$ cat src/rtl/sbpe_pkg.sv
package sbpe_pkg;

  // Input function codes
  typedef enum logic [2:0] {
    FUNC_PING  = 3'd0,
    FUNC_READ  = 3'd1,
    FUNC_WRITE = 3'd2,
    FUNC_RX    = 3'd3,
    FUNC_TICK  = 3'd4
  } func_e;

  // Reply wait state, one-hot
  typedef enum logic [2:0] {
    MODE_IDLE = 3'b001,
    MODE_PING = 3'b010,
    MODE_READ = 3'b100
  } mode_e;

  typedef enum logic [1:0] {
    ST_OK         = 2'd0,
    ST_BAD_HEADER = 2'd1,
    ST_WRONG_ID   = 2'd2,
    ST_TIMEOUT    = 2'd3
  } status_e;

  localparam logic [7:0] HDR_BYTE    = 8'hFF;
  localparam logic [7:0] REG_GOAL    = 8'h2A;
  localparam logic [7:0] REG_PRESENT = 8'h38;
  localparam logic [7:0] OP_PING     = 8'h01;
  localparam logic [7:0] OP_READ     = 8'h02;
  localparam logic [7:0] OP_WRITE    = 8'h03;
  localparam logic [7:0] LEN_PING    = 8'h02;
  localparam logic [7:0] LEN_READ    = 8'h04;
  localparam logic [7:0] LEN_WRITE   = 8'h05;
  localparam logic [7:0] READ_COUNT  = 8'h02;

  // Body byte counts (id .. last parameter)
  localparam logic [3:0] BODY_PING  = 4'd3;
  localparam logic [3:0] BODY_READ  = 4'd5;
  localparam logic [3:0] BODY_WRITE = 4'd6;

  // Reply lengths in bytes
  localparam logic [3:0] REPLY_PING = 4'd6;
  localparam logic [3:0] REPLY_READ = 4'd8;

  localparam logic [3:0] POS_LO_IDX = 4'd5;
  localparam logic [3:0] POS_HI_IDX = 4'd6;
  localparam logic [3:0] ID_IDX     = 4'd2;

  localparam logic [15:0] TIMEOUT_RESET = 16'd20;

  // Finish result of the reply tracker for the item at the head
  typedef struct packed {
    logic        fire;
    status_e     status;
    logic [15:0] position;
  } reply_res_t;

endpackage

$ cat src/rtl/sbpe_frame.sv
module sbpe_frame (
  input  sbpe_pkg::func_e func_i,
  input  logic [7:0]      target_id_i,
  input  logic [15:0]     goal_position_i,
  input  logic [3:0]      byte_idx_i,
  output logic [7:0]      tx_byte_o,
  output logic            last_o
);

  logic [7:0] body [6];
  logic [3:0] body_len;
  logic [7:0] csum;
  logic [3:0] pos;

  always_comb begin
    body[0]  = target_id_i;
    body[1]  = sbpe_pkg::LEN_PING;
    body[2]  = sbpe_pkg::OP_PING;
    body[3]  = 8'h00;
    body[4]  = 8'h00;
    body[5]  = 8'h00;
    body_len = sbpe_pkg::BODY_PING;
    unique case (func_i)
      sbpe_pkg::FUNC_READ: begin
        body[1]  = sbpe_pkg::LEN_READ;
        body[2]  = sbpe_pkg::OP_READ;
        body[3]  = sbpe_pkg::REG_PRESENT;
        body[4]  = sbpe_pkg::READ_COUNT;
        body_len = sbpe_pkg::BODY_READ;
      end
      sbpe_pkg::FUNC_WRITE: begin
        body[1]  = sbpe_pkg::LEN_WRITE;
        body[2]  = sbpe_pkg::OP_WRITE;
        body[3]  = sbpe_pkg::REG_GOAL;
        body[4]  = goal_position_i[7:0];
        body[5]  = goal_position_i[15:8];
        body_len = sbpe_pkg::BODY_WRITE;
      end
      default: begin
      end
    endcase
  end

  // Unused body bytes are zero, so the sum may run over all six
  assign csum = ~(body[0] + body[1] + body[2] + body[3] + body[4] + body[5]);
  assign pos  = byte_idx_i - 4'd2;

  always_comb begin
    tx_byte_o = sbpe_pkg::HDR_BYTE;
    last_o    = 1'b0;
    if (byte_idx_i >= 4'd2) begin
      if (pos < body_len) begin
        tx_byte_o = body[pos[2:0]];
      end else begin
        tx_byte_o = csum;
        last_o    = 1'b1;
      end
    end
  end

endmodule

$ cat src/rtl/sbpe_reply.sv
module sbpe_reply (
  input  logic                 clk_i,
  input  logic                 rst_ni,
  input  logic                 update_i,
  input  sbpe_pkg::func_e      func_i,
  input  logic [7:0]           target_id_i,
  input  logic [7:0]           rx_byte_i,
  input  logic [15:0]          limit_i,
  output sbpe_pkg::reply_res_t res_o
);

  sbpe_pkg::mode_e   mode_q, mode_d;
  sbpe_pkg::status_e fault_q, fault_d, fault_n;
  logic [3:0]  idx_q, idx_d, idx_n, total;
  logic [7:0]  pid_q, pid_d, lo_q, lo_d, hi_q, hi_d;
  logic [15:0] elapsed_q, elapsed_d;

  always_comb begin
    mode_d    = mode_q;
    fault_d   = fault_q;
    idx_d     = idx_q;
    pid_d     = pid_q;
    lo_d      = lo_q;
    hi_d      = hi_q;
    elapsed_d = elapsed_q;
    fault_n   = fault_q;
    idx_n     = idx_q + 4'd1;
    total     = (mode_q == sbpe_pkg::MODE_PING) ? sbpe_pkg::REPLY_PING
                                                : sbpe_pkg::REPLY_READ;
    res_o     = '{fire: 1'b0, status: sbpe_pkg::ST_OK, position: 16'h0000};
    unique case (func_i) inside
      sbpe_pkg::FUNC_PING, sbpe_pkg::FUNC_READ, sbpe_pkg::FUNC_WRITE: begin
        pid_d     = target_id_i;
        idx_d     = 4'd0;
        fault_d   = sbpe_pkg::ST_OK;
        elapsed_d = 16'h0000;
        if (func_i == sbpe_pkg::FUNC_PING) begin
          mode_d = sbpe_pkg::MODE_PING;
        end else if (func_i == sbpe_pkg::FUNC_READ) begin
          mode_d = sbpe_pkg::MODE_READ;
        end else begin
          mode_d = sbpe_pkg::MODE_IDLE;
        end
      end
      sbpe_pkg::FUNC_RX: begin
        if (mode_q != sbpe_pkg::MODE_IDLE) begin
          // first fault seen wins
          if ((idx_q == 4'd0 || idx_q == 4'd1) && rx_byte_i != sbpe_pkg::HDR_BYTE &&
              fault_q == sbpe_pkg::ST_OK) begin
            fault_n = sbpe_pkg::ST_BAD_HEADER;
          end
          if (idx_q == sbpe_pkg::ID_IDX && rx_byte_i != pid_q &&
              fault_q == sbpe_pkg::ST_OK) begin
            fault_n = sbpe_pkg::ST_WRONG_ID;
          end
          if (idx_q == sbpe_pkg::POS_LO_IDX) lo_d = rx_byte_i;
          if (idx_q == sbpe_pkg::POS_HI_IDX) hi_d = rx_byte_i;
          fault_d = fault_n;
          if (idx_n >= total) begin
            res_o.fire   = 1'b1;
            res_o.status = fault_n;
            if (fault_n == sbpe_pkg::ST_OK && mode_q == sbpe_pkg::MODE_READ) begin
              res_o.position = {hi_q, lo_q};
            end
            mode_d = sbpe_pkg::MODE_IDLE;
            idx_d  = 4'd0;
          end else begin
            idx_d = idx_n;
          end
        end
      end
      sbpe_pkg::FUNC_TICK: begin
        if (mode_q != sbpe_pkg::MODE_IDLE) begin
          if (elapsed_q >= limit_i) begin
            res_o.fire   = 1'b1;
            res_o.status = sbpe_pkg::ST_TIMEOUT;
            mode_d       = sbpe_pkg::MODE_IDLE;
            idx_d        = 4'd0;
          end else begin
            elapsed_d = elapsed_q + 16'd1;
          end
        end
      end
      default: begin
      end
    endcase
  end

  always_ff @(posedge clk_i or negedge rst_ni) begin
    if (!rst_ni) begin
      mode_q    <= sbpe_pkg::MODE_IDLE;
      fault_q   <= sbpe_pkg::ST_OK;
      idx_q     <= 4'd0;
      pid_q     <= 8'h00;
      lo_q      <= 8'h00;
      hi_q      <= 8'h00;
      elapsed_q <= 16'h0000;
    end else if (update_i) begin
      mode_q    <= mode_d;
      fault_q   <= fault_d;
      idx_q     <= idx_d;
      pid_q     <= pid_d;
      lo_q      <= lo_d;
      hi_q      <= hi_d;
      elapsed_q <= elapsed_d;
    end
  end

endmodule

$ cat src/rtl/servo_bus_packet_engine.sv
// Channel   Direction  Handshake                Payload
// in        input      in_valid_i/in_stall_o    func, target_id, goal_position, rx_byte
// out       output     out_valid_o/out_stall_i  kind, tx_byte, last, status, present_position
// cfg       input      cfg_we_i                 cfg_wdata_i (reply_timeout_ticks)
//
// A byte or tick item gives at most one result item.
// A command item gives one transmit item per packet byte (6 ping, 8 read, 9 write),
// one per cycle unless the output stalls, through the single output register.
// Reset clears the head and output valid flags and the reply state;
// the timeout limit resets to 20 ticks.
// An output stall holds the result register and, through it, any head item
// with a result to load; the input is stalled only while the head item cannot leave.
module servo_bus_packet_engine (
  input  logic               clk_i,
  input  logic               rst_ni,
  input  logic               in_valid_i,
  output logic               in_stall_o,
  input  logic [2:0]         func_i,
  input  logic [7:0]         target_id_i,
  input  logic [15:0]        goal_position_i,
  input  logic [7:0]         rx_byte_i,
  output logic               out_valid_o,
  input  logic               out_stall_i,
  output logic               kind_o,
  output logic [7:0]         tx_byte_o,
  output logic               last_o,
  output logic [1:0]         status_o,
  output logic signed [15:0] present_position_o,
  input  logic               cfg_we_i,
  input  logic [15:0]        cfg_wdata_i
);

  // Head register: the item under work
  logic        head_valid_q, head_valid_d;
  logic [2:0]  head_func_q;
  logic [7:0]  head_id_q;
  logic [15:0] head_goal_q;
  logic [7:0]  head_rx_q;
  sbpe_pkg::func_e head_func;

  logic [3:0]  byte_idx_q, byte_idx_d;
  logic [15:0] limit_q;

  logic        out_valid_q, out_valid_d;
  logic        kind_q;
  logic [7:0]  tx_q;
  logic        last_q;
  logic [1:0]  status_q;
  logic [15:0] pos_q;

  logic        in_accept, load_ok, is_cmd, emit, consume;
  logic [7:0]  frame_byte;
  logic        frame_last;
  sbpe_pkg::reply_res_t res;

  assign head_func = sbpe_pkg::func_e'(head_func_q);
  assign is_cmd    = (head_func == sbpe_pkg::FUNC_PING) ||
                     (head_func == sbpe_pkg::FUNC_READ) ||
                     (head_func == sbpe_pkg::FUNC_WRITE);

  sbpe_frame u_frame (
    .func_i          (head_func),
    .target_id_i     (head_id_q),
    .goal_position_i (head_goal_q),
    .byte_idx_i      (byte_idx_q),
    .tx_byte_o       (frame_byte),
    .last_o          (frame_last)
  );

  sbpe_reply u_reply (
    .clk_i       (clk_i),
    .rst_ni      (rst_ni),
    .update_i    (consume),
    .func_i      (head_func),
    .target_id_i (head_id_q),
    .rx_byte_i   (head_rx_q),
    .limit_i     (limit_q),
    .res_o       (res)
  );

  // The result register can take a new item when empty or being drained
  assign load_ok = !out_valid_q || !out_stall_i;

  assign emit    = head_valid_q && load_ok && (is_cmd || res.fire);

  // Drop the head once its last result is loaded, or at once if it gives none
  assign consume = head_valid_q &&
                   (is_cmd ? (load_ok && frame_last) : (!res.fire || load_ok));

  assign in_stall_o = head_valid_q && !consume;
  assign in_accept  = in_valid_i && !in_stall_o;

  always_comb begin
    head_valid_d = head_valid_q;
    if (in_accept) begin
      head_valid_d = 1'b1;
    end else if (consume) begin
      head_valid_d = 1'b0;
    end
  end

  // Advance the packet byte counter with each byte loaded
  always_comb begin
    byte_idx_d = byte_idx_q;
    if (head_valid_q && is_cmd && load_ok) begin
      byte_idx_d = frame_last ? 4'd0 : byte_idx_q + 4'd1;
    end
  end

  always_comb begin
    out_valid_d = out_valid_q && out_stall_i;
    if (emit) out_valid_d = 1'b1;
  end

  always_ff @(posedge clk_i or negedge rst_ni) begin
    if (!rst_ni) begin
      head_valid_q <= 1'b0;
      byte_idx_q   <= 4'd0;
      out_valid_q  <= 1'b0;
      limit_q      <= sbpe_pkg::TIMEOUT_RESET;
    end else begin
      head_valid_q <= head_valid_d;
      byte_idx_q   <= byte_idx_d;
      out_valid_q  <= out_valid_d;
      if (cfg_we_i) limit_q <= cfg_wdata_i;
    end
  end

  // Payload registers: no reset
  always_ff @(posedge clk_i) begin
    if (in_accept) begin
      head_func_q <= func_i;
      head_id_q   <= target_id_i;
      head_goal_q <= goal_position_i;
      head_rx_q   <= rx_byte_i;
    end
    if (emit) begin
      if (is_cmd) begin
        kind_q   <= 1'b0;
        tx_q     <= frame_byte;
        last_q   <= frame_last;
        status_q <= sbpe_pkg::ST_OK;
        pos_q    <= 16'h0000;
      end else begin
        kind_q   <= 1'b1;
        tx_q     <= 8'h00;
        last_q   <= 1'b0;
        status_q <= res.status;
        pos_q    <= res.position;
      end
    end
  end

  assign out_valid_o        = out_valid_q;
  assign kind_o             = kind_q;
  assign tx_byte_o          = tx_q;
  assign last_o             = last_q;
  assign status_o           = status_q;
  assign present_position_o = pos_q;

  // A marked last byte is always a transmit item
  a_last_is_tx : assert property (@(posedge clk_i) disable iff (!rst_ni)
    out_valid_o && last_o |-> !kind_o)
    else $error("last set on a finish item");

  // A failed transaction carries no position
  a_fail_no_pos : assert property (@(posedge clk_i) disable iff (!rst_ni)
    out_valid_o && kind_o && status_o != sbpe_pkg::ST_OK |-> present_position_o == 16'h0000)
    else $error("position on a failed transaction");

  // Mid-packet the head must hold a command
  a_idx_cmd : assert property (@(posedge clk_i) disable iff (!rst_ni)
    byte_idx_q != 4'd0 |-> head_valid_q && is_cmd)
    else $error("byte counter running without a command");

  // A head that is not consumed stays in place
  a_head_hold : assert property (@(posedge clk_i) disable iff (!rst_ni)
    head_valid_q && !consume |=> head_valid_q && $stable(head_func_q) && $stable(head_id_q))
    else $error("head item lost or changed");

endmodule
$ cat config.mk
export PLATFORM = sky130hd
export DESIGN_NAME = servo_bus_packet_engine
export DESIGN_NICKNAME = d
export VERILOG_FILES = /design/src/rtl/sbpe_pkg.sv /design/src/rtl/sbpe_frame.sv /design/src/rtl/sbpe_reply.sv /design/src/rtl/servo_bus_packet_engine.sv
export SDC_FILE = /design/constraint.sdc
export NUM_CORES = 1
export LEC_CHECK = 0
export BUFFER_PORTS_ARGS = -buffer_cell sky130_fd_sc_hd__buf_4
export CAP_MARGIN = 10
export CELL_PAD_IN_SITES_DETAIL_PLACEMENT = 0
export CELL_PAD_IN_SITES_GLOBAL_PLACEMENT = 1
export CORE_UTILIZATION = 50
export CTS_CLUSTER_DIAMETER = 80
export DETAILED_ROUTE_END_ITERATION = 12
export HOLD_SLACK_MARGIN = 0.08
export PLACE_DENSITY = 0.95
export SETUP_SLACK_MARGIN = 0.05
export SLEW_MARGIN = 20
export SYNTH_ARGS = -nofsm -noshare
export SYNTH_HDL_FRONTEND = slang
export SYNTH_SLANG_ARGS = --single-unit
$ cat constraint.sdc
create_clock -name clk_i -period 10.69 [get_ports clk_i]
set_input_delay 1.6035 -clock clk_i [delete_from_list [all_inputs] [get_ports clk_i]]
set_output_delay 1.6035 -clock clk_i [all_outputs]
set_load 0.005 [all_outputs]
==> results, run 1 <==
- The most frequently used cell type in the post-synthesis netlist is sky130_fd_sc_hd__dfrtp_1.
- Entering global routing, the biggest net connects 72 pins.
- In the synthesized netlist, the cells that appear most often are sky130_fd_sc_hd__dfrtp_1 (68), sky130_fd_sc_hd__edfxtp_1 (63), sky130_fd_sc_hd__nand2_1 (59), sky130_fd_sc_hd__inv_1 (55), sky130_fd_sc_hd__ha_1 (43).
- The number of iterations in the first detailed-routing pass is 5.
- The final route contains 5131 vias.
- TritonCTS built the clock tree.
- Each instance of the synthesized netlist takes up on average 11.07 um2.
- Counting the buffers created by CTS gives 17.
- The count of instances resized after the clock tree is built is 0.
- Summed over all nets, the switching power comes to 0.6320 mW.
- The number of hold violations in the final report is 0.
- Of the total power, registers draw 0.396.
- For the final database, setup skew stands at 8.206 ps.
- Clock-pin slew was measured on the worst setup and hold paths at 60 ps.
- The analysis attributes to cell leakage a power of 3.819 nW.
- The overall routing resource usage is 0.2303.
- The final estimated routing congestion in global placement is 0.8563.
- The worst pin sits at a relative slew slack of 0.2723.
- The number of design rule violations left after detail routing is 0.
- The initial detailed-routing violation count is 329.
- In this run the core area contains 43 standard-cell rows.
- Counting both buffers and inverters, the worst setup path holds a total of 3.
- Of the total power, combinational logic draws 0.302.
- The final net count is 849.
- Counting flops with a built-in enable in the synthesized netlist gives 63.
- Across the run, the number of max-cap violations was 0.
- The clock tree synthesis step divided the H-tree into 4 levels.
- Setup repair after global routing left no endpoint under its margin.
- Dividing the detail-routed via count by the number of cells gives 5.517.
- The internal power of the cells totals 1.243 mW.
- During I/O placement, the number of pins put on the boundary was 86.
- The type of element launching the critical path is a flop.
- The critical path in this run is classified as reg2out.
- The first global-routing pass estimated 25690 um of wire.
- The library cell with the largest summed area after synthesis is sky130_fd_sc_hd__edfxtp_1.
- Based on the critical path, the design can be clocked at up to 168.3 MHz.
- The fraction of power consumed by the clock network is 0.302.
- The count of warnings emitted by yosys is 0.
- The synthesized-area fraction occupied by xor and xnor cells is 0.03035.
- STA puts the critical path data arrival time at 4340 ps.
- The area fraction in and, or, nand and nor cells after synthesis is 0.1283.
- The cell area after layout is 8582 um2.
- The clock tree root buffer cell is sky130_fd_sc_hd__clkbuf_16.
- The total inserted antenna cells is 0.
- The mux cell area share after synthesis is 0.06001.
- Summed over all layers, the routed wires come to 15790 um.
- The switching power share of the total is 0.3371.
- Grouping stages by cell kind, the critical path spends the most delay in simple AND/OR/NAND/NOR gates.
- The global-route congestion overflow total is 0.
- At the pin with the least slew margin, the transition time is 1083 ps.
- For the worst-skew pair, the clock arrives at the later sink with an insertion delay of 420 ps.
- The min-delay analysis places its worst path in the category reg2reg.
- The average wire length per cell after detail routing is 16.98 um.
- The wire-length estimate of the detail-placed layout is 11500 um.
- The instance area after placement is 7995 um2.
- The mapped netlist covers 7214 um2.
- IR analysis of the VDD net gives a maximum drop of 0.0001445 V.
- After synthesis, the largest family of logic cells by area is simple AND/OR/NAND/NOR gates.
- Of the available clock period, the critical path in the final layout requires 0.5558.
- Synthesis produced a netlist with a net count of 764.
- The sequential area share after synthesis is 0.5090.
- The prevailing post-synth register cell is sky130_fd_sc_hd__dfrtp_1.
- The synthesized-area fraction occupied by ao, oa, aoi and oai cells is 0.1174.
- The count of nets left with antenna violations once routing finished came out at 0.
- The die boundary height is 122.1 um.
- Clock tree synthesis found a total of 134 sinks.
- For this run, the slowest stage of the critical path takes 560 ps.
- The via count of the first global-routing pass came to 5155.
- Yosys attributes the largest share of cell area to sky130_fd_sc_hd__edfxtp_1 (26%), sky130_fd_sc_hd__dfrtp_1 (24%), sky130_fd_sc_hd__ha_1 (7.5%).
- Traced cell by cell, the critical path runs through xnor2_1 > nor2_1 > inv_1 > nor2_1 > ha_1 > nor4bb_1 > a211o_1 > a211o_1 > and2_1 > o21ai_0 > nand2b_1 > inv_1 > buf_4.
- The count of port buffers added during placement is 85.
- The library cell contributing the largest single delay on the critical path is sky130_fd_sc_hd__edfxtp_1.
- The count of unique library cells instantiated by Yosys is 61.
- The number of max-slew violations in the final report is 0.
- Counting along the longest clock path gives a buffer depth of 2.
- The area share of the largest cell type after synthesis is 0.2622.
- STA classifies the critical path endpoint as an output pin.
- After clock tree synthesis, the setup repair step added 0 buffers.
- The synthesized flop and latch total is 134.
- The initial antenna violation count is 0.
- Of all nets on the critical path, the largest fanout is 15.
- Hold repair after CTS inserted 0 buffers.
- The flow ran to the end, and the final reports show no timing, DRC or antenna violations.
- Summed over all failing endpoints, the final setup total negative slack is 0 ps.
- For this configuration, the core starts out at a cell density of 0.5157.
- Of the total synthesized cell area, the portion taken by full adders, half adders and majority gates is 0.1106.
- The shortest clock period the worst path allows after layout is 5942 ps.
- In this run the horizontal extent of the chip is 122.1 um.
- The synthesized instance count is 652.
- The fraction of final layout cells with drive strength greater than 1 is 0.2133.
- Setup violations remaining at the end of the flow were counted as 0.
- The area overhead of the layout relative to synthesis is 18.96%.
- The standard cell core area is 13990 um2.
- In this run the power density over the cells is 218.4 nW/um2.
- For this run, asynchronously set or reset flops after synthesis account for 0.5299.
- STA puts the critical path data required time at 9090 ps.
- The floorplan step defined a die boundary enclosing 14910 um2.
==> cell type report <==
type,instances,area [um2]
clock buffers,24,513.0
multi-input cells,441,3237
clock inverters,8,67.56
flip-flops and latches,134,3672
well taps,180,225.2
fillers,1167,5406
inverters,55,206.4
repair buffers,88,660.6
==> logic make-up after synthesis <==
kind of cell	count (synthesis)
buffers and inverters	77
XOR/XNOR	25
adder cells (fa/ha/maj)	56
AND/OR/NAND/NOR	187
multiplexers	39
AO/OA/AOI/OAI	134
flip-flops	134
==> routing by layer <==
layer,share of wire,track usage,vias up
li1,-,-,2479
met1,0.46,0.3054,2480
met2,0.48,0.3782,146
met3,0.044,0.04775,26
met4,0.015,0.07317,0
met5,0,0,-
==> per-stage QoR <==
step | std cells | power [mW] | setup slack (ps) | utilization | hold WS (ps)
floorplan | 652 | 1.143 | 6034 | - | 453.2
global placement | 898 | 1.288 | 5233 | 0.5716 | 468.2
detailed placement | 898 | 1.309 | 5118 | 0.5716 | 489.7
CTS | 930 | 1.883 | 4645 | 0.6131 | 500.5
global route | 930 | 1.992 | 4398 | 0.6135 | 512.4
finish | 930 | 1.874 | 4748 | 0.6135 | 496.9
==> sequential cells by signal, indices dropped and copies added (netlist names), 8 cells and up <==
signal,cells
head_id_q,8
present_position_o,16
u_reply.elapsed_q,16
u_reply.pid_q,8
u_reply.lo_q,8
u_reply.hi_q,8
head_rx_q,8
tx_byte_o,8
limit_q,16
head_goal_q,16
==> path summary, 6_finish.rpt <==
kind	cells past startpoint	startpoint	end	slack (ps)
setup / recovery	13	head_func[0]	in_stall_o	4750
hold / removal	1	u_reply.hi_q[5]	u_reply.hi_q[5]	500
setup reg to reg	18	head_func[0]	tx_byte_o[7]	5730
hold reg to reg	1	u_reply.hi_q[5]	u_reply.hi_q[5]	500
max in group asynchronous	1	rst_ni	u_reply.pid_q[2]	8790
min in group asynchronous	1	rst_ni	limit_q[6]	1290
==> power groups by stage <==
stage          clock network, mW  registers (mW)  logic, mW
2_1_floorplan                  0           0.707      0.435
3_3_place_gp                   0           0.744      0.543
3_5_place_dp                   0           0.750      0.560
4_1_cts                    0.576           0.741      0.566
5_1_grt                    0.599           0.757      0.636
6_report                   0.566           0.743      0.565
==> layout by cell type (no fill, tap or decap), types with 5 or more instances in the layout <==
master	netlist	layout
sky130_fd_sc_hd__edfxtp_1	63	63
sky130_fd_sc_hd__ha_1	43	43
sky130_fd_sc_hd__a31oi_1	16	16
sky130_fd_sc_hd__nand2_1	59	59
sky130_fd_sc_hd__a211oi_1	6	6
sky130_fd_sc_hd__fa_1	13	13
sky130_fd_sc_hd__nor3_1	7	7
sky130_fd_sc_hd__buf_4	1	88
sky130_fd_sc_hd__nor2_1	33	32
sky130_fd_sc_hd__xnor2_1	12	12
sky130_fd_sc_hd__nand4_1	11	11
sky130_fd_sc_hd__nand3_1	16	16
sky130_fd_sc_hd__o21ai_0	39	39
sky130_fd_sc_hd__nand2b_1	8	8
sky130_fd_sc_hd__inv_1	55	55
sky130_fd_sc_hd__nor2b_1	6	6
sky130_fd_sc_hd__clkbuf_16	0	18
sky130_fd_sc_hd__mux2_2	33	33
sky130_fd_sc_hd__xor2_1	13	13
sky130_fd_sc_hd__a211o_1	5	5
sky130_fd_sc_hd__mux2i_1	5	5
sky130_fd_sc_hd__dfrtp_1	68	68
sky130_fd_sc_hd__a21oi_1	38	38
sky130_fd_sc_hd__nor4_1	5	5
sky130_fd_sc_hd__and2_1	26	26
Power figures use the tool's default switching activity.
==> inputs of run 2 (changes only) <==
--- a/config.mk
+++ b/config.mk
@@ -9,11 +9,11 @@
 export CAP_MARGIN = 10
 export CELL_PAD_IN_SITES_DETAIL_PLACEMENT = 0
 export CELL_PAD_IN_SITES_GLOBAL_PLACEMENT = 1
-export CORE_UTILIZATION = 50
+export CORE_UTILIZATION = 47
 export CTS_CLUSTER_DIAMETER = 80
 export DETAILED_ROUTE_END_ITERATION = 12
 export HOLD_SLACK_MARGIN = 0.08
-export PLACE_DENSITY = 0.95
+export PLACE_DENSITY = 0.93
 export SETUP_SLACK_MARGIN = 0.05
 export SLEW_MARGIN = 20
 export SYNTH_ARGS = -nofsm -noshare
==> constraint.sdc (replaced) <==
create_clock -name clk_i -period 6 [get_ports clk_i]
set_input_delay 0.9 -clock clk_i [delete_from_list [all_inputs] [get_ports clk_i]]
set_output_delay 0.9 -clock clk_i [all_outputs]
set_load 0.005 [all_outputs]
==> results, run 2 (synthesis results as in run 1) <==
- The static leakage is 3.808 nW (was 3.819 nW).
- The number of max-slew violations in the final report is 0 (unchanged).
- The setup TNS is 0 ps (unchanged).
- The global-route congestion overflow total is 0 (unchanged).
- The die width is 125.9 um (was 122.1 um).
- The count of port buffers added during placement came to 85 (unchanged).
- The endpoint class of the critical path is an output pin (unchanged).
- The initial detailed-routing violation count is 341 (was 329).
- The number of design rule violations left after detail routing came to 0 (unchanged).
- The worst reg2reg path depth is 18 (unchanged).
- Dividing the final minimum period by the clock period gives 0.8801.
- The initial antenna violation count is 0 (unchanged).
- The via count of the first global-routing pass is 5259 (was 5155).
- The final net count is 850 (was 849).
- The overall routing resource usage is 0.2162 (was 0.2303).
- The remaining antenna violation count was 0 (unchanged).
- The headroom to the max-slew limit is 0.2480 (was 0.2723).
- The number of placed instances, taps included is 903 (was 898).
- Highest-count cells in the layout ignoring fill and taps: sky130_fd_sc_hd__buf_4 (89), sky130_fd_sc_hd__dfrtp_1 (68), sky130_fd_sc_hd__edfxtp_1 (63) (was sky130_fd_sc_hd__buf_4 (88), sky130_fd_sc_hd__dfrtp_1 (68), sky130_fd_sc_hd__edfxtp_1 (63)).
- The number of buffers inserted during clock tree synthesis is 17 (unchanged).
- The post-place setup slack is 1103 ps (was 5118 ps).
- The insertion delay of the later-clocked pin in the worst-skew pair is 420 ps (about the same).
- The via density per instance came to 5.554 (was 5.517).
- The type of element launching the critical path is a flop (unchanged).
- The cell area after layout is 8559 um2 (was 8582 um2).
- The number of buffers inserted to repair setup after CTS was 0 (unchanged).
- The maximum number of pins on one net before global-route repair came to 72 (unchanged).
- The CTS tree is built (unchanged).
- The count of instances resized after the clock tree is built is 0 (unchanged).
- The final estimated routing congestion in global placement is 0.9042 (was 0.8563).
- Derived from the worst setup path, the maximum achievable clock frequency is 189.4 MHz.
- The power per cell area came to 386.4 nW/um2 (was 218.4 nW/um2).
- The average wire length per cell after detail routing came to 17.09 um (was 16.98 um).
- The kind of path behind the tightest hold check is reg2reg (unchanged).
- The shortest clock period the worst path allows after layout is 5281 ps.
- The total number of H-tree levels is 4 (unchanged).
- The area overhead of the layout relative to synthesis is 18.64% (was 18.96%).
- The total inserted antenna cells is 0 (unchanged).
- The largest fanout of any net on the critical path is 15 (unchanged).
- The number of max-capacitance violations reported is 0 (unchanged).
- The setup-violating endpoint count in the final report was 0 (unchanged).
- The instance area after placement is 8008 um2 (was 7995 um2).
- Setup repair after global routing missed its margin: false (unchanged).
- The number of buffers between clock root and the deepest sink was 2 (unchanged).
- The clock tree root buffer cell is sky130_fd_sc_hd__clkbuf_16 (unchanged).
- The standard cell core area is 14750 um2 (was 13990 um2).
- The fraction of final layout cells with drive strength greater than 1 came to 0.2157 (was 0.2133).
- The top-level I/O count was 86 (unchanged).
- The class of the most critical setup path was reg2out (unchanged).
- The number of hold violations in the final report is 0 (unchanged).
- The least setup slack across all paths after layout is 719.4 ps (was 4748 ps).
- The clock-pin slew reported for the worst setup and hold paths after clock tree synthesis is 60 ps (about the same).
- The post-cts hold buffer count came to 0 (unchanged).
- The effective utilization at floorplan is 0.4890 (was 0.5157).
- The area enclosed by the die boundary is 15850 um2 (was 14910 um2).
- The total number of vias is 5193 (was 5131).
- The slew at the pin closest to its max-slew limit is 1119 ps (was 1083 ps).
- The number of iterations in the first detailed-routing pass is 5 (unchanged).
- The number of stages on the worst hold path is 1 (unchanged).
- The total wire length after detailed routing came to 15980 um (was 15790 um).
- The arrival time of data at the critical path endpoint was 4380 ps (was 4340 ps).
- The required arrival time at the worst endpoint is 5100 ps (was 9090 ps).
- The clock skew after layout is 8.643 ps (was 8.206 ps).
- The count of clock tree sinks came to 134 (unchanged).
- The peak supply drop came to 0.0002322 V (was 0.0001445 V).
- The die boundary height is 125.9 um (was 122.1 um).
- The detailed placer's ending HPWL was 11730 um (was 11500 um).
- Result of the run: completed (unchanged).
- The post-layout instance count excluding filler cells was 935 (was 930).
- The first-pass GRT wire length came to 26280 um (was 25690 um).
- The number of rows created at floorplan came to 44 (was 43).
- The most common cell after layout, fill and taps aside is sky130_fd_sc_hd__buf_4 (unchanged).
[run 2: path summary, 6_finish.rpt]
check                                       from  slack [ps]               endpoint
max in group asynchronous                 rst_ni        4800        u_reply.lo_q[2]
hold / removal             u_reply.elapsed_q[15]         490  u_reply.elapsed_q[15]
setup / recovery                    head_func[0]         720             in_stall_o
setup reg to reg                    head_func[0]        1040           tx_byte_o[7]
min in group asynchronous                 rst_ni         600   u_reply.elapsed_q[8]
hold reg to reg            u_reply.elapsed_q[15]         490  u_reply.elapsed_q[15]
[run 2: report_power, final]
group          internal (mW)  switching [mW]  total (mW)
clock                  0.594           0.378       0.972
combinational          0.437           0.575        1.01
sequential              1.14           0.183        1.32
[run 2: final cells by class]
type | count | area (um2)
repair buffers | 89 | 668.1
clock buffers | 21 | 470.5
inverters | 55 | 206.4
well taps | 184 | 230.2
clock inverters | 11 | 81.33
multi-input cells | 441 | 3231
flip-flops and latches | 134 | 3672
fillers | 1227 | 6195
[run 2: through the flow]
step / hold WS, ps / utilization / power (mW)
5_1_grt: 509.7 / 0.5801 / 3.517
4_1_cts: 499.5 / 0.5801 / 3.314
2_1_floorplan: 453.2 / - / 2.036
3_3_place_gp: 468.5 / 0.5427 / 2.299
3_5_place_dp: 487.5 / 0.5427 / 2.328
6_report: 494.9 / 0.5801 / 3.308
[run 2: critical path, cell delays in order, from the launching register on]
cell and delay [ps]:
sky130_fd_sc_hd__edfxtp_1 540, sky130_fd_sc_hd__xnor2_1 180, sky130_fd_sc_hd__nor2_1 380, sky130_fd_sc_hd__inv_1 310
sky130_fd_sc_hd__nor2_1 440, sky130_fd_sc_hd__ha_1 330, sky130_fd_sc_hd__nor4bb_1 140, sky130_fd_sc_hd__a211o_1 280
sky130_fd_sc_hd__a211o_1 460, sky130_fd_sc_hd__and2_1 330, sky130_fd_sc_hd__o21ai_0 200, sky130_fd_sc_hd__nand2b_1 150
sky130_fd_sc_hd__inv_1 90, sky130_fd_sc_hd__buf_4 110
[run 2: per-layer routing]
layer | up-vias | GRT usage | share of wire
met2 | 176 | 0.3412 | 0.46
met1 | 2517 | 0.2889 | 0.46
met5 | - | 0 | 0
met3 | 17 | 0.05565 | 0.063
li1 | 2483 | - | -
met4 | 0 | 0.07725 | 0.014
